`src/sfp_pkg.sv`:
```
`default_nettype none

package sfp_pkg;

   // Geometry of the sensor string
   localparam int ELEMENTS_PER_BOARD = 8;
   localparam int NUM_BOARDS         = 4;
   localparam int FRAME_BUFFER_BYTES = 25;
   localparam int NUM_ELEMENTS       = ELEMENTS_PER_BOARD * NUM_BOARDS;
   localparam int FRAME_LEN          = 1 + 2 * ELEMENTS_PER_BOARD;

   localparam int ELEM_IDX_W = $clog2(NUM_ELEMENTS);
   localparam int COUNT_W    = $clog2(FRAME_BUFFER_BYTES + 1);
   localparam int FB_IDX_W   = $clog2(FRAME_BUFFER_BYTES);

   // Field widths
   localparam int FUNC_W      = 2;
   localparam int BYTE_W      = 8;
   localparam int INDEX_W     = 5;
   localparam int SAMPLE_W    = 16;
   localparam int STATUS_W    = 2;
   localparam int TICK_W      = 10;
   localparam int TIME_W      = 16;
   localparam int ELAPSED_W   = 17;
   localparam int CSR_INDEX_W = 2;
   localparam int CSR_DATA_W  = 16;

   localparam logic [BYTE_W-1:0]          END_MARK        = 8'hFF;
   localparam int                         SAMPLE_HI_SHIFT = 7;
   localparam logic signed [SAMPLE_W-1:0] NO_SAMPLE       = -16'sd1;
   localparam logic [ELAPSED_W-1:0]       ELAPSED_MAX     = {ELAPSED_W{1'b1}};

   // Reset values of the configuration registers
   localparam logic [TICK_W-1:0] TICK_MS_RESET      = 10'd10;
   localparam logic [TIME_W-1:0] INIT_TEST_RESET    = 16'd1000;
   localparam logic [TIME_W-1:0] SILENCE_LIMIT_RESET = 16'd500;

   // Item kinds on the request side
   localparam logic [FUNC_W-1:0] FUNC_BYTE = 2'd0;
   localparam logic [FUNC_W-1:0] FUNC_TICK = 2'd1;
   localparam logic [FUNC_W-1:0] FUNC_READ = 2'd2;

   // Register indexes
   localparam logic [CSR_INDEX_W-1:0] CSR_LINK_ENABLE   = 2'd0;
   localparam logic [CSR_INDEX_W-1:0] CSR_TICK_MS       = 2'd1;
   localparam logic [CSR_INDEX_W-1:0] CSR_INIT_TEST_MS  = 2'd2;
   localparam logic [CSR_INDEX_W-1:0] CSR_SILENCE_LIMIT = 2'd3;

   // Link status codes as reported
   localparam logic [STATUS_W-1:0] LINK_DISABLED = 2'd0;
   localparam logic [STATUS_W-1:0] LINK_WAITING  = 2'd1;
   localparam logic [STATUS_W-1:0] LINK_ACTIVE   = 2'd2;

   // Queues between the parts
   localparam int QUEUE_DEPTH = 2;
   localparam int QPTR_W      = $clog2(QUEUE_DEPTH);
   localparam int QCNT_W      = $clog2(QUEUE_DEPTH + 1);

   typedef enum logic [2:0] {
      ST_DISABLED = 3'b001,
      ST_WAITING  = 3'b010,
      ST_ACTIVE   = 3'b100
   } status_type;

   typedef enum logic [1:0] {
      KIND_BYTE,
      KIND_TICK,
      KIND_READ,
      KIND_IDLE
   } kind_type;

   typedef struct packed {
      kind_type            kind;
      logic                end_mark;
      logic [BYTE_W-1:0]   rx_byte;
      logic [INDEX_W-1:0]  element_index;
   } item_type;

   typedef struct packed {
      logic signed [SAMPLE_W-1:0] sample_value;
      logic [STATUS_W-1:0]        link_status;
      logic                       fresh_flag;
   } result_type;

   typedef struct packed {
      logic                   valid;
      logic [CSR_INDEX_W-1:0] index;
      logic [CSR_DATA_W-1:0]  data;
   } csr_write_type;

   function automatic logic [QPTR_W-1:0] next_qptr(input logic [QPTR_W-1:0] ptr);
      if (ptr == QPTR_W'(QUEUE_DEPTH - 1)) begin
         return '0;
      end
      return ptr + 1'b1;
   endfunction

endpackage

`default_nettype wire

```
`src/sfp_front.sv`:
```
`default_nettype none

module sfp_front (
   input  wire                          clock,
   input  wire                          reset,
   input  wire                          push,
   output logic                         full,
   input  wire [sfp_pkg::FUNC_W-1:0]    func,
   input  wire [sfp_pkg::BYTE_W-1:0]    rx_byte,
   input  wire [sfp_pkg::INDEX_W-1:0]   element_index,
   output logic                         item_valid,
   output sfp_pkg::item_type            item,
   input  wire                          item_take
);

   sfp_pkg::item_type             queue_ff [sfp_pkg::QUEUE_DEPTH];
   sfp_pkg::item_type             incoming;
   logic [sfp_pkg::QPTR_W-1:0]    wr_ptr_ff, wr_ptr_in;
   logic [sfp_pkg::QPTR_W-1:0]    rd_ptr_ff, rd_ptr_in;
   logic [sfp_pkg::QCNT_W-1:0]    count_ff, count_in;
   logic                          do_push, do_pop;

   // Classify the item on the way in
   always_comb begin
      incoming.rx_byte       = rx_byte;
      incoming.element_index = element_index;
      incoming.end_mark      = (rx_byte == sfp_pkg::END_MARK);
      case (func)
         sfp_pkg::FUNC_BYTE: incoming.kind = sfp_pkg::KIND_BYTE;
         sfp_pkg::FUNC_TICK: incoming.kind = sfp_pkg::KIND_TICK;
         sfp_pkg::FUNC_READ: incoming.kind = sfp_pkg::KIND_READ;
         default:            incoming.kind = sfp_pkg::KIND_IDLE;
      endcase
   end

   assign full       = (count_ff == sfp_pkg::QCNT_W'(sfp_pkg::QUEUE_DEPTH));
   assign item_valid = (count_ff != '0);
   assign item       = queue_ff[rd_ptr_ff];
   assign do_push    = push && !full;
   assign do_pop     = item_take && item_valid;

   always_comb begin
      wr_ptr_in = do_push ? sfp_pkg::next_qptr(wr_ptr_ff) : wr_ptr_ff;
      rd_ptr_in = do_pop  ? sfp_pkg::next_qptr(rd_ptr_ff) : rd_ptr_ff;
      count_in  = count_ff;
      if (do_push && !do_pop) begin
         count_in = count_ff + 1'b1;
      end else if (do_pop && !do_push) begin
         count_in = count_ff - 1'b1;
      end
   end

   always_ff @(posedge clock) begin
      if (reset) begin
         wr_ptr_ff <= '0;
         rd_ptr_ff <= '0;
         count_ff  <= '0;
      end else begin
         wr_ptr_ff <= wr_ptr_in;
         rd_ptr_ff <= rd_ptr_in;
         count_ff  <= count_in;
      end
   end

   always_ff @(posedge clock) begin
      if (do_push) begin
         queue_ff[wr_ptr_ff] <= incoming;
      end
   end

   a_fill_tracks_transfers: assert property (@(posedge clock) disable iff (reset)
      (push && !full && !item_take) |=> (count_ff == sfp_pkg::QCNT_W'($past(count_ff) + 1'b1)))
      else $error("front queue count lost a transfer");

endmodule

`default_nettype wire

```
`src/sfp_exec.sv`:
```
`default_nettype none

module sfp_exec (
   input  wire                    clock,
   input  wire                    reset,
   input  sfp_pkg::csr_write_type csr,
   input  wire                    item_valid,
   input  sfp_pkg::item_type      item,
   output logic                   item_take,
   input  wire                    rsp_full,
   output logic                   rsp_push,
   output sfp_pkg::result_type    rsp_result
);

   localparam int NE = sfp_pkg::NUM_ELEMENTS;
   localparam int EB = sfp_pkg::ELEMENTS_PER_BOARD;
   localparam int FB = sfp_pkg::FRAME_BUFFER_BYTES;

   sfp_pkg::status_type                   status_ff, status_in;
   logic [sfp_pkg::ELAPSED_W-1:0]         elapsed_ff, elapsed_in;
   logic [sfp_pkg::COUNT_W-1:0]           count_ff, count_in;
   logic                                  fresh_ff, fresh_in;
   logic [NE-1:0]                         valid_ff, valid_in;
   logic [sfp_pkg::TICK_W-1:0]            tick_ff, tick_in;
   logic [sfp_pkg::TIME_W-1:0]            init_ff, init_in;
   logic [sfp_pkg::TIME_W-1:0]            silence_ff, silence_in;
   logic [sfp_pkg::BYTE_W-1:0]            frame_ff [FB];
   logic signed [sfp_pkg::SAMPLE_W-1:0]   sample_ff [NE];

   logic signed [sfp_pkg::SAMPLE_W-1:0]   frame_sample [EB];
   logic [NE-1:0]                         board_hit;
   logic [sfp_pkg::BYTE_W-1:0]            board_byte, board_idx;
   logic                                  board_ok, len_ok, window_open;
   logic                                  exec_go, frame_ok, byte_wr;
   logic [sfp_pkg::ELAPSED_W:0]           elapsed_sum;
   logic [sfp_pkg::ELAPSED_W-1:0]         elapsed_sat;
   logic [sfp_pkg::ELEM_IDX_W-1:0]        rev_idx;
   logic                                  idx_ok;
   logic signed [sfp_pkg::SAMPLE_W-1:0]   store_rd, read_sample;
   logic                                  fresh_out;
   logic [sfp_pkg::STATUS_W-1:0]          link_code;

   // Hold the item while a register write is being taken or the result queue is full
   assign exec_go   = item_valid && !rsp_full && !csr.valid;
   assign item_take = exec_go;
   assign rsp_push  = exec_go;

   assign board_byte = frame_ff[0];
   assign board_idx  = board_byte - 1'b1;
   assign board_ok   = (board_byte != '0)
                    && (board_byte <= sfp_pkg::BYTE_W'(sfp_pkg::NUM_BOARDS));
   assign len_ok     = (sfp_pkg::FRAME_LEN <= FB)
                    && (count_ff == sfp_pkg::COUNT_W'(sfp_pkg::FRAME_LEN));
   assign window_open = (status_ff == sfp_pkg::ST_ACTIVE)
                     || ((status_ff == sfp_pkg::ST_WAITING)
                         && (elapsed_ff < sfp_pkg::ELAPSED_W'(init_ff)));

   // One sample per byte pair of the buffered frame
   for (genvar k = 0; k < EB; k++) begin : g_pair
      localparam logic [sfp_pkg::FB_IDX_W-1:0] HI_POS =
         sfp_pkg::FB_IDX_W'((2 * k + 1) % FB);
      localparam logic [sfp_pkg::FB_IDX_W-1:0] LO_POS =
         sfp_pkg::FB_IDX_W'((2 * k + 2) % FB);
      assign frame_sample[k] =
         (sfp_pkg::SAMPLE_W'(frame_ff[HI_POS]) << sfp_pkg::SAMPLE_HI_SHIFT)
         + sfp_pkg::SAMPLE_W'(frame_ff[LO_POS]);
   end

   for (genvar e = 0; e < NE; e++) begin : g_elem
      localparam int K = e % EB;
      assign board_hit[e] = (board_idx == sfp_pkg::BYTE_W'(e / EB));
      always_ff @(posedge clock) begin
         if (frame_ok && board_hit[e]) begin
            sample_ff[e] <= frame_sample[K];
         end
      end
   end

   assign elapsed_sum = (sfp_pkg::ELAPSED_W + 1)'(elapsed_ff)
                      + (sfp_pkg::ELAPSED_W + 1)'(tick_ff);
   assign elapsed_sat = (elapsed_sum > (sfp_pkg::ELAPSED_W + 1)'(sfp_pkg::ELAPSED_MAX))
                      ? sfp_pkg::ELAPSED_MAX : elapsed_sum[sfp_pkg::ELAPSED_W-1:0];

   // Element 0 is the tip, the last entry of the store
   assign rev_idx  = sfp_pkg::ELEM_IDX_W'(NE - 1 - int'(item.element_index));
   assign idx_ok   = int'(item.element_index) < NE;
   assign store_rd = valid_ff[rev_idx] ? sample_ff[rev_idx] : sfp_pkg::NO_SAMPLE;

   always_comb begin
      status_in   = status_ff;
      elapsed_in  = elapsed_ff;
      count_in    = count_ff;
      fresh_in    = fresh_ff;
      valid_in    = valid_ff;
      tick_in     = tick_ff;
      init_in     = init_ff;
      silence_in  = silence_ff;
      frame_ok    = 1'b0;
      byte_wr     = 1'b0;
      read_sample = '0;
      if (csr.valid) begin
         case (csr.index)
            sfp_pkg::CSR_LINK_ENABLE: begin
               status_in  = csr.data[0] ? sfp_pkg::ST_WAITING : sfp_pkg::ST_DISABLED;
               elapsed_in = '0;
               count_in   = '0;
               fresh_in   = 1'b0;
               valid_in   = '0;
            end
            sfp_pkg::CSR_TICK_MS:       tick_in    = csr.data[sfp_pkg::TICK_W-1:0];
            sfp_pkg::CSR_INIT_TEST_MS:  init_in    = csr.data[sfp_pkg::TIME_W-1:0];
            sfp_pkg::CSR_SILENCE_LIMIT: silence_in = csr.data[sfp_pkg::TIME_W-1:0];
            default: ;
         endcase
      end else if (exec_go) begin
         case (item.kind)
            sfp_pkg::KIND_BYTE: begin
               if (status_ff != sfp_pkg::ST_DISABLED) begin
                  if (!item.end_mark) begin
                     // Drop bytes once the buffer is full
                     if (count_ff < sfp_pkg::COUNT_W'(FB)) begin
                        byte_wr  = 1'b1;
                        count_in = count_ff + 1'b1;
                     end
                  end else begin
                     count_in = '0;
                     if (window_open && len_ok && board_ok) begin
                        frame_ok   = 1'b1;
                        elapsed_in = '0;
                        status_in  = sfp_pkg::ST_ACTIVE;
                        valid_in   = valid_ff | board_hit;
                        if (board_idx == sfp_pkg::BYTE_W'(sfp_pkg::NUM_BOARDS - 1)) begin
                           fresh_in = 1'b1;
                        end
                     end
                  end
               end
            end
            sfp_pkg::KIND_TICK: begin
               if (status_ff == sfp_pkg::ST_DISABLED) begin
                  elapsed_in = '0;
                  count_in   = '0;
                  fresh_in   = 1'b0;
                  valid_in   = '0;
               end else if (((status_ff == sfp_pkg::ST_WAITING)
                             && (elapsed_sat > sfp_pkg::ELAPSED_W'(init_ff)))
                         || ((status_ff == sfp_pkg::ST_ACTIVE)
                             && (elapsed_sat > sfp_pkg::ELAPSED_W'(silence_ff)))) begin
                  // Watchdog expired: re-arm and forget every sample
                  status_in  = sfp_pkg::ST_WAITING;
                  elapsed_in = '0;
                  count_in   = '0;
                  fresh_in   = 1'b0;
                  valid_in   = '0;
               end else begin
                  elapsed_in = elapsed_sat;
               end
            end
            sfp_pkg::KIND_READ: begin
               fresh_in = 1'b0;
               if ((status_ff == sfp_pkg::ST_ACTIVE) && idx_ok) begin
                  read_sample = store_rd;
               end
            end
            default: ;
         endcase
      end
   end

   always_comb begin
      case (status_in)
         sfp_pkg::ST_WAITING: link_code = sfp_pkg::LINK_WAITING;
         sfp_pkg::ST_ACTIVE:  link_code = sfp_pkg::LINK_ACTIVE;
         default:             link_code = sfp_pkg::LINK_DISABLED;
      endcase
   end

   assign fresh_out = (item.kind == sfp_pkg::KIND_READ) ? fresh_ff : fresh_in;

   always_comb begin
      rsp_result.sample_value = read_sample;
      rsp_result.link_status  = link_code;
      rsp_result.fresh_flag   = fresh_out;
   end

   always_ff @(posedge clock) begin
      if (reset) begin
         status_ff  <= sfp_pkg::ST_DISABLED;
         elapsed_ff <= '0;
         count_ff   <= '0;
         fresh_ff   <= 1'b0;
         valid_ff   <= '0;
         tick_ff    <= sfp_pkg::TICK_MS_RESET;
         init_ff    <= sfp_pkg::INIT_TEST_RESET;
         silence_ff <= sfp_pkg::SILENCE_LIMIT_RESET;
      end else begin
         status_ff  <= status_in;
         elapsed_ff <= elapsed_in;
         count_ff   <= count_in;
         fresh_ff   <= fresh_in;
         valid_ff   <= valid_in;
         tick_ff    <= tick_in;
         init_ff    <= init_in;
         silence_ff <= silence_in;
      end
   end

   always_ff @(posedge clock) begin
      if (byte_wr) begin
         frame_ff[count_ff[sfp_pkg::FB_IDX_W-1:0]] <= item.rx_byte;
      end
   end

   a_disabled_is_clear: assert property (@(posedge clock) disable iff (reset)
      (status_ff == sfp_pkg::ST_DISABLED)
         |-> (count_ff == '0 && !fresh_ff && valid_ff == '0))
      else $error("state left behind while link disabled");

   a_fresh_only_active: assert property (@(posedge clock) disable iff (reset)
      fresh_ff |-> (status_ff == sfp_pkg::ST_ACTIVE))
      else $error("fresh flag set without an active link");

   a_buffer_bound: assert property (@(posedge clock) disable iff (reset)
      exec_go |=> (count_ff <= sfp_pkg::COUNT_W'(FB)))
      else $error("frame buffer count beyond its depth");

endmodule

`default_nettype wire

```
`src/sfp_rsp_queue.sv`:
```
`default_nettype none

module sfp_rsp_queue (
   input  wire                 clock,
   input  wire                 reset,
   input  wire                 push,
   input  sfp_pkg::result_type push_result,
   output logic                full,
   output logic                empty,
   input  wire                 pop,
   output sfp_pkg::result_type head
);

   sfp_pkg::result_type           queue_ff [sfp_pkg::QUEUE_DEPTH];
   logic [sfp_pkg::QPTR_W-1:0]    wr_ptr_ff, wr_ptr_in;
   logic [sfp_pkg::QPTR_W-1:0]    rd_ptr_ff, rd_ptr_in;
   logic [sfp_pkg::QCNT_W-1:0]    count_ff, count_in;
   logic                          do_push, do_pop;

   assign full    = (count_ff == sfp_pkg::QCNT_W'(sfp_pkg::QUEUE_DEPTH));
   assign empty   = (count_ff == '0);
   assign head    = queue_ff[rd_ptr_ff];
   assign do_push = push && !full;
   assign do_pop  = pop && !empty;

   always_comb begin
      wr_ptr_in = do_push ? sfp_pkg::next_qptr(wr_ptr_ff) : wr_ptr_ff;
      rd_ptr_in = do_pop  ? sfp_pkg::next_qptr(rd_ptr_ff) : rd_ptr_ff;
      count_in  = count_ff;
      if (do_push && !do_pop) begin
         count_in = count_ff + 1'b1;
      end else if (do_pop && !do_push) begin
         count_in = count_ff - 1'b1;
      end
   end

   always_ff @(posedge clock) begin
      if (reset) begin
         wr_ptr_ff <= '0;
         rd_ptr_ff <= '0;
         count_ff  <= '0;
      end else begin
         wr_ptr_ff <= wr_ptr_in;
         rd_ptr_ff <= rd_ptr_in;
         count_ff  <= count_in;
      end
   end

   always_ff @(posedge clock) begin
      if (do_push) begin
         queue_ff[wr_ptr_ff] <= push_result;
      end
   end

   a_no_push_when_full: assert property (@(posedge clock) disable iff (reset)
      !(push && full))
      else $error("result pushed into a full queue");

endmodule

`default_nettype wire

```
`src/sensor_frame_parser_with_watchdog_core.sv`:
```
`default_nettype none

// Sensor frame parser with watchdog. Each item (received byte, timer tick or
// element read) gives exactly one result, in order. A new item is taken in every
// cycle unless the result queue is full or a register write is taken: all state
// (link status, elapsed time, frame buffer, sample store) is updated by a single
// execute stage, and a frame end writes a whole board of samples at once. A
// pushed item is registered in the request queue and its result in the response
// queue, from which it is popped; two-entry queues on either side of the execute
// stage absorb stalls. csr_ready is always high; a register write holds the
// execute stage for that cycle. Writing link_enable clears the block in the same
// cycle, with no clearing pass.
module sensor_frame_parser_with_watchdog_core (
   input  wire                                 clock,
   input  wire                                 reset,
   input  wire                                 push,
   output logic                                full,
   input  wire [sfp_pkg::FUNC_W-1:0]           req_func,
   input  wire [sfp_pkg::BYTE_W-1:0]           req_rx_byte,
   input  wire [sfp_pkg::INDEX_W-1:0]          req_element_index,
   output logic                                empty,
   input  wire                                 pop,
   output logic signed [sfp_pkg::SAMPLE_W-1:0] rsp_sample_value,
   output logic [sfp_pkg::STATUS_W-1:0]        rsp_link_status,
   output logic                                rsp_fresh_flag,
   input  wire                                 csr_valid,
   output logic                                csr_ready,
   input  wire [sfp_pkg::CSR_INDEX_W-1:0]      csr_index,
   input  wire [sfp_pkg::CSR_DATA_W-1:0]       csr_data
);

   sfp_pkg::item_type      item;
   sfp_pkg::result_type    result, head;
   sfp_pkg::csr_write_type csr_write;
   logic                   item_valid, item_take;
   logic                   rsp_push, rsp_full;

   assign csr_ready = 1'b1;

   always_comb begin
      csr_write.valid = csr_valid;
      csr_write.index = csr_index;
      csr_write.data  = csr_data;
   end

   sfp_front u_front (
      .clock         (clock),
      .reset         (reset),
      .push          (push),
      .full          (full),
      .func          (req_func),
      .rx_byte       (req_rx_byte),
      .element_index (req_element_index),
      .item_valid    (item_valid),
      .item          (item),
      .item_take     (item_take)
   );

   sfp_exec u_exec (
      .clock      (clock),
      .reset      (reset),
      .csr        (csr_write),
      .item_valid (item_valid),
      .item       (item),
      .item_take  (item_take),
      .rsp_full   (rsp_full),
      .rsp_push   (rsp_push),
      .rsp_result (result)
   );

   sfp_rsp_queue u_rsp_queue (
      .clock       (clock),
      .reset       (reset),
      .push        (rsp_push),
      .push_result (result),
      .full        (rsp_full),
      .empty       (empty),
      .pop         (pop),
      .head        (head)
   );

   assign rsp_sample_value = head.sample_value;
   assign rsp_link_status  = head.link_status;
   assign rsp_fresh_flag   = head.fresh_flag;

endmodule

`default_nettype wire

```
`config.mk`:
```
export PLATFORM = sky130hd
export DESIGN_NAME = sensor_frame_parser_with_watchdog_core
export DESIGN_NICKNAME = d
export VERILOG_FILES = /design/src/sfp_pkg.sv /design/src/sfp_front.sv /design/src/sfp_exec.sv /design/src/sfp_rsp_queue.sv /design/src/sensor_frame_parser_with_watchdog_core.sv
export SDC_FILE = /design/constraint.sdc
export NUM_CORES = 1
export LEC_CHECK = 0
export BUFFER_PORTS_ARGS = -buffer_cell sky130_fd_sc_hd__buf_2
export CORE_MARGIN = 2
export CORE_UTILIZATION = 46
export DETAILED_ROUTE_END_ITERATION = 10
export PLACE_DENSITY_LB_ADDON = 0.08
export SETUP_SLACK_MARGIN = 0.1
export SLEW_MARGIN = 40
export SYNTH_ARGS = -nofsm -noshare
export SYNTH_HDL_FRONTEND = slang
export SYNTH_SLANG_ARGS = --single-unit
export TNS_END_PERCENT = 100
```
`constraint.sdc`:
```
create_clock -name clock -period 14.09 [get_ports clock]
set_input_delay 0 -clock clock [delete_from_list [all_inputs] [get_ports clock]]
set_output_delay 0 -clock clock [all_outputs]
set_load 0.005 [all_outputs]
```
After elaboration in Yosys (flattened, before gate mapping)
Memory sizes are Yosys's and may differ from the RTL's. A register that Yosys moved wholly into a read port is not among the register bits.
Index checks and enable logic that the tools add are counted.
{ "totals": {"in_bits": 38, "regBits": 108, "n_memories": 4, "elab_cells": 319, "ramBits": 782, "out_inout_bits": 22} }
{ "classes": {"n_eq_ne": 26, "n_addsub": 20, "bitwise": 1, "magnitude_cmp": 7, "n_reduce_logical": 71, "muxes": 176} }
{ "mem_list": {"columns": ["memory", "depth", "width", "rd", "rd_clocked_by_memory_dff", "wr", "line_no", "source"], "rows": [
  ["u_exec.sample_ff", 32, 16, 1, 0, 8, "sfp_exec.sv:28", "logic signed [sfp_pkg::SAMPLE_W-1:0] sample_ff [NE];"],
  ["u_exec.frame_ff", 25, 8, 17, 0, 1, "sfp_exec.sv:27", "logic [sfp_pkg::BYTE_W-1:0] frame_ff [FB];"],
  ["u_rsp_queue.queue_ff", 2, 19, 1, 1, 1, "sfp_rsp_queue.sv:14", "sfp_pkg::result_type queue_ff [sfp_pkg::QUEUE_DEPTH];"],
  ["u_front.queue_ff", 2, 16, 1, 1, 1, "sfp_front.sv:16", "sfp_pkg::item_type queue_ff [sfp_pkg::QUEUE_DEPTH];"]
]} }
{ "op_table": {"columns": ["cell", "n"], "rows": [
  ["$mux W16", 29],
  ["$reduce_or A16 Y1", 24],
  ["$mux W32", 8],
  ["$mux W5", 32],
  ["$mux W17", 9],
  ["$add A15 B8 Y16", 8],
  ["$mux W1", 77],
  ["$pmux W32 S2", 1],
  ["$gt A17 B16 Y1", 2],
  ["$pmux W17 S2", 1],
  ["$or A32 B32 Y32", 1],
  ["$mux W3", 8],
  ["$logic_and A1 B1 Y1", 20],
  ["$add A17 B10 Y18", 1],
  ["$gt A18 B17 Y1 const B", 1],
  ["$lt A17 B16 Y1", 1],
  ["$eq A8 B2 Y1 const B", 2],
  ["$eq A2 B2 Y1 const B", 6],
  ["$reduce_and A6 Y1", 2],
  ["$mux W2", 5],
  ["$pmux W5 S2", 1],
  ["$ne A3 B2 Y1 const B", 3],
  ["$eq A8 B1 Y1 const B", 1],
  ["$eq A8 B8 Y1 const B", 1],
  ["other kinds (31)", 57]
]} }

Depth between registers and ports, before layout
{ "logic_depth": {"word_depth": 18, "depth_mapped": 22, "depth_no_buf": 20} }

Hierarchy
Synthesis repeated with hierarchy kept, for this count alone.
{ "hier_totals": {"hier_cells": 1910, "hier_area_um2": 33502.1} }
{ "by_module_without_submodules": {"columns": ["module", "area_each_um2", "cells_per_inst", "n_inst"], "rows": [
  ["sfp_exec", 30508.0, 1744, 1],
  ["sfp_rsp_queue", 1585.3, 84, 1],
  ["sfp_front", 1397.6, 80, 1],
  ["sensor_frame_parser_with_watchdog_core", 11.3, 2, 1]
]} }

Least setup slack after synthesis
No wires, ideal clock.
{ "synth_timing": {"kind": "reg2reg", "start": "register u_exec.init_ff[15] (netlist bit)", "end": "memory u_exec.sample_ff[0][0] (netlist bit) (enable)", "period_less_slack_ns": 11.085, "setup_slack_ns": 3.005, "t_required_ns": 13.318, "arrival_ns": 10.313, "setup_time_ns": 0.772, "path_stages_with_launch": 8, "cell_sequence": "dfxtp_1 -> inv_1 -> ha_1 -> a2111oi_0 -> a21boi_0 -> and4b_1 -> nand3_1 -> nor3_1"} }
{ "synth_rtl": {"columns": ["item", "line_no", "source"], "rows": [
  ["from (decl)", "sfp_exec.sv:25", "logic [sfp_pkg::TIME_W-1:0] init_ff, init_in;"],
  ["from (signal assigned)", "sfp_exec.sv:194", "init_ff <= sfp_pkg::INIT_TEST_RESET;"],
  ["from (signal assigned)", "sfp_exec.sv:203", "init_ff <= init_in;"],
  ["to (decl)", "sfp_exec.sv:28", null]
]} }

Final worst setup path
{ "layout_timing": {"start": "register u_exec.elapsed_ff[3] (netlist bit)", "end": "register u_exec.valid_ff[0]"} }
{ "layout_between": {"elab_chain_cells": 8, "word_cells_on_any_way": 16} }
{ "layout_rtl": {"columns": ["item", "line_no", "source"], "rows": [
  ["from (decl)", "sfp_exec.sv:20", "logic [sfp_pkg::ELAPSED_W-1:0] elapsed_ff, elapsed_in;"],
  ["from (signal assigned)", "sfp_exec.sv:198", "elapsed_ff <= elapsed_in;"],
  ["$add A17 B10 Y18", "sfp_exec.sv:80", "+ (sfp_pkg::ELAPSED_W + 1)'(tick_ff);"],
  ["$gt A18 B17 Y1", "sfp_exec.sv:81", "assign elapsed_sat = (elapsed_sum > (sfp_pkg::ELAPSED_W + 1)'(sfp_pkg::ELAPSED_MAX))"],
  ["$mux W17", "sfp_exec.sv:82", "? sfp_pkg::ELAPSED_MAX : elapsed_sum[sfp_pkg::ELAPSED_W-1:0];"],
  ["$gt A17 B16 Y1, on equally long branches", "sfp_exec.sv:146, sfp_exec.sv:148", null],
  ["$logic_and A1 B1 Y1, on equally long branches", "sfp_exec.sv:146, sfp_exec.sv:148", null],
  ["$logic_or A1 B1 Y1", "sfp_exec.sv:147", "|| ((status_ff == sfp_pkg::ST_ACTIVE)"],
  ["$ne A4 B2 Y1 (no line)", null, null],
  ["$reduce_and A7 Y1 (no line) (*)", null, null],
  ["to (signal assigned)", "sfp_exec.sv:201", "valid_ff <= valid_in;"],
  ["to (decl)", "sfp_exec.sv:23", "logic [NE-1:0] valid_ff, valid_in;"]
]} }
Mark *: on every way between the ends. The rest lies on a longest branch, timed or not.
A chain may end at the register's enable or synchronous reset.

==> out/qor.log <==
INFO  synth          yosys.cell_types.count=72
INFO  layout         layout-drive-gt1-share=20.69%
INFO  critical_path  cp_slowest_stage_delay=730ps
INFO  critical_path  worstRegToRegCells=16
INFO  route          drt_first_pass_iters=5
INFO  sta            final-max-slew-violation-count=0
INFO  layout         diodes=0
INFO  grt            globalRouteMet2Util=32.62%
INFO  worst_hold_path min-delay-path-class=primary input to register
INFO  synth          synth_flop_cell=sky130_fd_sc_hd__edfxtp_1
INFO  sta            post-route-period-util=37.60%
INFO  critical_path  crit_type=register to register
INFO  route          routed_wire_length_per_instance=23.18µm
INFO  floorplanning  floorplan.die.width=274.5µm
INFO  critical_path  cp_slowest_cell=sky130_fd_sc_hd__a21oi_4
INFO  clock_tree     post_cts_resized=0
INFO  critical_path  critical_path_peak_fanout=32
INFO  placement      dp_hpwl=46.90mm
INFO  clock_tree     insertion_delay=620ps
INFO  layout         fillerInstances=5804
INFO  clock_tree     count_of_clock_tree_sinks=828
INFO  grt            grt_usage=19.62%
INFO  grt            global_route.peak_usage_layer=met2
INFO  floorplanning  core.rowCount=99
INFO  floorplanning  die_y=274.5µm
INFO  layout         multi_input_comb_area=0.009387mm²
INFO  sta            worst-slew-pin-transition=813.5ps
INFO  job            max-cap-violations=0
INFO  synth          post_synth_instance_area=0.03366mm²
INFO  power_and_ir_drop power_per_cell_area=155.2mW/mm²
INFO  clock_tree     cts_setup_buffers=0
INFO  critical_path  start_kind=register
INFO  route          viasPerCell=5.532
INFO  sta            rsz_0062_raised_after_global_routing=false
INFO  sta            peak_clock_frequency_supported_by_timing=188.8MHz
INFO  layout         fin_area=0.03837mm²
INFO  sta            setup_viol=0
INFO  synth          syn-instance-count=1948
INFO  grt            antenna_found_initial=4
INFO  critical_path  critical_path.startpoint=u_exec.elapsed_ff[3]
INFO  layout         sequential_cell_area=0.02376mm²
INFO  power_and_ir_drop p_leak=13.10nW
INFO  route          drt_drc_violations_left=0
INFO  floorplanning  die_area=0.07535mm²
INFO  grt            gr-usage-met1=26.96%
INFO  layout         finish.cell_count_without_fillers=3115
INFO  grt            first_pass_grt_wire_length=109.6mm
INFO  clock_tree     cts_tree=done
INFO  sta            tns=0ps
INFO  power_and_ir_drop vdd_ir_drop_max=0.09875mV
INFO  floorplanning  initial_core_util=46.29%
INFO  critical_path  critical_path_required=14640ps
INFO  critical_path  endpoint_kind=register
INFO  critical_path  worstPathArrival=5850ps
INFO  synth          warnings_from_yosys=0
INFO  placement      dp_cells=2920
INFO  placement      gp_congestion=0.8365
INFO  critical_path  r2r_setup_slack=8790ps
INFO  clock_tree     cts.root.buffer_cell=sky130_fd_sc_hd__clkbuf_16
INFO  outcome        outcome=completed
INFO  synth          ys_ff_latch=828
INFO  layout         areaGrowthSynthToFinish=13.99%
INFO  sta            hold_viol=0
INFO  sta            timing.clock.skew=17.63ps
INFO  grt            grt_pass1_vias=17872
INFO  clock_tree     ctsHoldBuffers=40
INFO  critical_path  worstSetupEndpoint=u_exec.valid_ff[0]
INFO  synth          post_synth.cell_area_avg=17.28µm²
INFO  layout         num-nets-final=2206
INFO  grt            largest_net_degree_at_the_start_of_global_routing=77
INFO  route          drt_antenna_net_count=0
INFO  route          drt_iter0_drc=1133
INFO  sta            final.hold.worst_slack=103.5ps
INFO  clock_tree     clk_pin_slew_worst_paths=60ps
INFO  clock_tree     cts-buffers-inserted=85
INFO  route          routed_wirelength=72.20mm
INFO  grt            groute.layer.met3.usage=3.100%
INFO  sta            max-slew-margin-rel=45.57%
INFO  placement      port-buffer-count=58
INFO  floorplanning  placeableCoreArea=0.07271mm²
INFO  synth          syn-num-nets=2066
INFO  synth          yosysSeqAreaShare=70.60%
INFO  clock_tree     max-clock-path-buffers=3
INFO  synth          synth_enable_flop_cells=718
INFO  critical_path  reg_to_reg_start=u_exec.elapsed_ff[3]
INFO  route          routed-via-count=17231
INFO  floorplanning  num_io_pins=60
INFO  critical_path  timing.rr.end=u_exec.valid_ff[0]
INFO  placement      place_area=0.03522mm²
INFO  clock_tree     ctsHtreeMaxLevel=3
INFO  grt            grt.overflow.total=0
INFO  sta            fin_crit=5297ps
INFO  critical_path  worstPathCellList=ha_1 > a21o_1 > a21oi_1 > a21oi_1 > o31a_1 > nand3_1 > nand2_1 > ha_1 > o21ai_0 > nor2_1 > a2111o_1 > a2111o_1 > a31oi_4 > nand3_1 > a21oi_4 > o21a_1
INFO  synth          synth-async-reset-ratio=0%
[worst min-delay path by stage]
| stage | from | to | cells past startpoint |
|---|---|---|---|
| floorplan | req_element_index[0] | u_front.queue_ff[0][0] | 0 |
| global placement | req_element_index[0] | u_front.queue_ff[0][0] | 1 |
| detailed placement | req_element_index[0] | u_front.queue_ff[1][0] | 1 |
| CTS | req_element_index[3] | u_front.queue_ff[0][3] | 2 |
| global route | req_func[1] | u_front.queue_ff[1][15] | 2 |
| finish | req_element_index[3] | u_front.queue_ff[0][3] | 2 |
[final cells by class]
cell class              instances  area share [%]
inverters                      46          0.4500
clock inverters                50           1.174
well taps                     959           3.127
clock buffers                 105           5.987
flip-flops and latches        828           61.93
repair buffers                132           2.863
multi-input cells             995           24.46
[Yosys cell counts, types with 4 or more instances]
| cell | number | share of area, % |
|---|---|---|
| sky130_fd_sc_hd__edfxtp_1 | 718 | 64 |
| sky130_fd_sc_hd__or2_2 | 9 | 0.17 |
| sky130_fd_sc_hd__o21ai_0 | 20 | 0.30 |
| sky130_fd_sc_hd__a211oi_1 | 6 | 0.13 |
| sky130_fd_sc_hd__xor2_1 | 28 | 0.73 |
| sky130_fd_sc_hd__mux2_2 | 33 | 1.1 |
| sky130_fd_sc_hd__mux4_2 | 152 | 10 |
| sky130_fd_sc_hd__nand3_1 | 52 | 0.77 |
| sky130_fd_sc_hd__and4_1 | 4 | 0.10 |
| sky130_fd_sc_hd__nand2_1 | 152 | 1.7 |
| sky130_fd_sc_hd__clkbuf_1 | 33 | 0.37 |
| sky130_fd_sc_hd__and3_1 | 21 | 0.39 |
| sky130_fd_sc_hd__buf_6 | 7 | 0.23 |
| sky130_fd_sc_hd__xnor2_1 | 39 | 1.0 |
| sky130_fd_sc_hd__nor2_1 | 77 | 0.86 |
| sky130_fd_sc_hd__buf_2 | 10 | 0.15 |
| sky130_fd_sc_hd__ha_1 | 79 | 2.9 |
| sky130_fd_sc_hd__or3_1 | 6 | 0.11 |
| sky130_fd_sc_hd__nand2b_1 | 4 | 0.074 |
| sky130_fd_sc_hd__mux2i_1 | 72 | 2.1 |
| sky130_fd_sc_hd__a21oi_1 | 92 | 1.4 |
| sky130_fd_sc_hd__inv_1 | 44 | 0.49 |
| sky130_fd_sc_hd__nor3_1 | 11 | 0.16 |
| sky130_fd_sc_hd__nand4_1 | 14 | 0.26 |
| sky130_fd_sc_hd__buf_1 | 5 | 0.056 |
| sky130_fd_sc_hd__and2_1 | 4 | 0.074 |
| sky130_fd_sc_hd__nor2b_1 | 6 | 0.11 |
| sky130_fd_sc_hd__a21o_1 | 6 | 0.13 |
| sky130_fd_sc_hd__buf_4 | 23 | 0.51 |
| sky130_fd_sc_hd__o211ai_1 | 16 | 0.36 |
| sky130_fd_sc_hd__dfxtp_1 | 110 | 6.5 |
| sky130_fd_sc_hd__o21a_1 | 33 | 0.74 |
[critical path: cells and delay by family (launching register included)]
kind,cells,cell delay (ps)
compound gates,10,3160
simple gates,4,1040
fa+ha+maj,2,680
flops,1,330
[per-stage QoR]
stage | power, mW | setup WS (ps) | util [%]
after floorplan | 3.515 | 3005 | -
after global placement | 3.821 | 8786 | 48.15
after detailed placement | 3.832 | 8815 | 48.43
after CTS | 6.038 | 8789 | 52.76
after global routing | 6.196 | 8489 | 52.77
final | 5.953 | 8793 | 52.77
[kinds of logic after synthesis]
logic type,after synthesis,synth area share [%]
XOR/XNOR,67,1.743
flip-flops,828,70.60
adder cells (fa/ha/maj),80,2.996
AO/OA/AOI/OAI,212,4.115
buffers and inverters,125,1.855
other,1,0.01114
multiplexers,258,13.46
AND/OR/NAND/NOR,377,5.226
[flip-flops by register name, indices dropped and copies added, names as in the netlist, named ones only]
register / count
u_exec.count_ff: 5
u_exec.elapsed_ff: 17
u_exec.frame_ff: 136
u_exec.fresh_ff: 1
u_exec.init_ff: 16
u_exec.sample_ff: 512
u_exec.silence_ff: 16
u_exec.status_ff: 3
u_exec.tick_ff: 10
u_exec.valid_ff: 32
u_front.count_ff: 2
u_front.queue_ff: 32
u_front.rd_ptr_ff: 1
u_front.wr_ptr_ff: 1
u_rsp_queue.count_ff: 2
u_rsp_queue.queue_ff: 38
u_rsp_queue.rd_ptr_ff: 1
u_rsp_queue.wr_ptr_ff: 1
[where the power goes]
part | switching, mW | internal [mW] | leakage, nW
logic | 0.561 | 0.453 | 4.32
registers | 0.0210 | 2.73 | 7.45
clock network | 0.918 | 1.27 | 1.33
[cell usage in the layout (no fill, tap or decap), types with 17 or more instances in the layout]
master and n:
sky130_fd_sc_hd__xor2_1 28, sky130_fd_sc_hd__a21oi_1 92, sky130_fd_sc_hd__buf_2 58, sky130_fd_sc_hd__o21a_1 33, sky130_fd_sc_hd__o21ai_0 20, sky130_fd_sc_hd__mux4_2 152
sky130_fd_sc_hd__edfxtp_1 718, sky130_fd_sc_hd__nand2_1 151, sky130_fd_sc_hd__dlygate4sd3_1 40, sky130_fd_sc_hd__nand3_1 51, sky130_fd_sc_hd__nor2_1 68, sky130_fd_sc_hd__buf_4 21
sky130_fd_sc_hd__and3_1 18, sky130_fd_sc_hd__clkinv_1 17, sky130_fd_sc_hd__mux2i_1 69, sky130_fd_sc_hd__ha_1 79, sky130_fd_sc_hd__inv_1 44, sky130_fd_sc_hd__mux2_2 32
sky130_fd_sc_hd__dfxtp_1 110, sky130_fd_sc_hd__clkbuf_16 89, sky130_fd_sc_hd__xnor2_1 39
[per-layer routing]
layer | vias to the layer above | share of wire, %
li1 | 7942 | -
met1 | 8806 | 44
met2 | 394 | 49
met3 | 89 | 4.7
met4 | 0 | 2.0
met5 | - | 0
(Power assumes the default switching activity.)
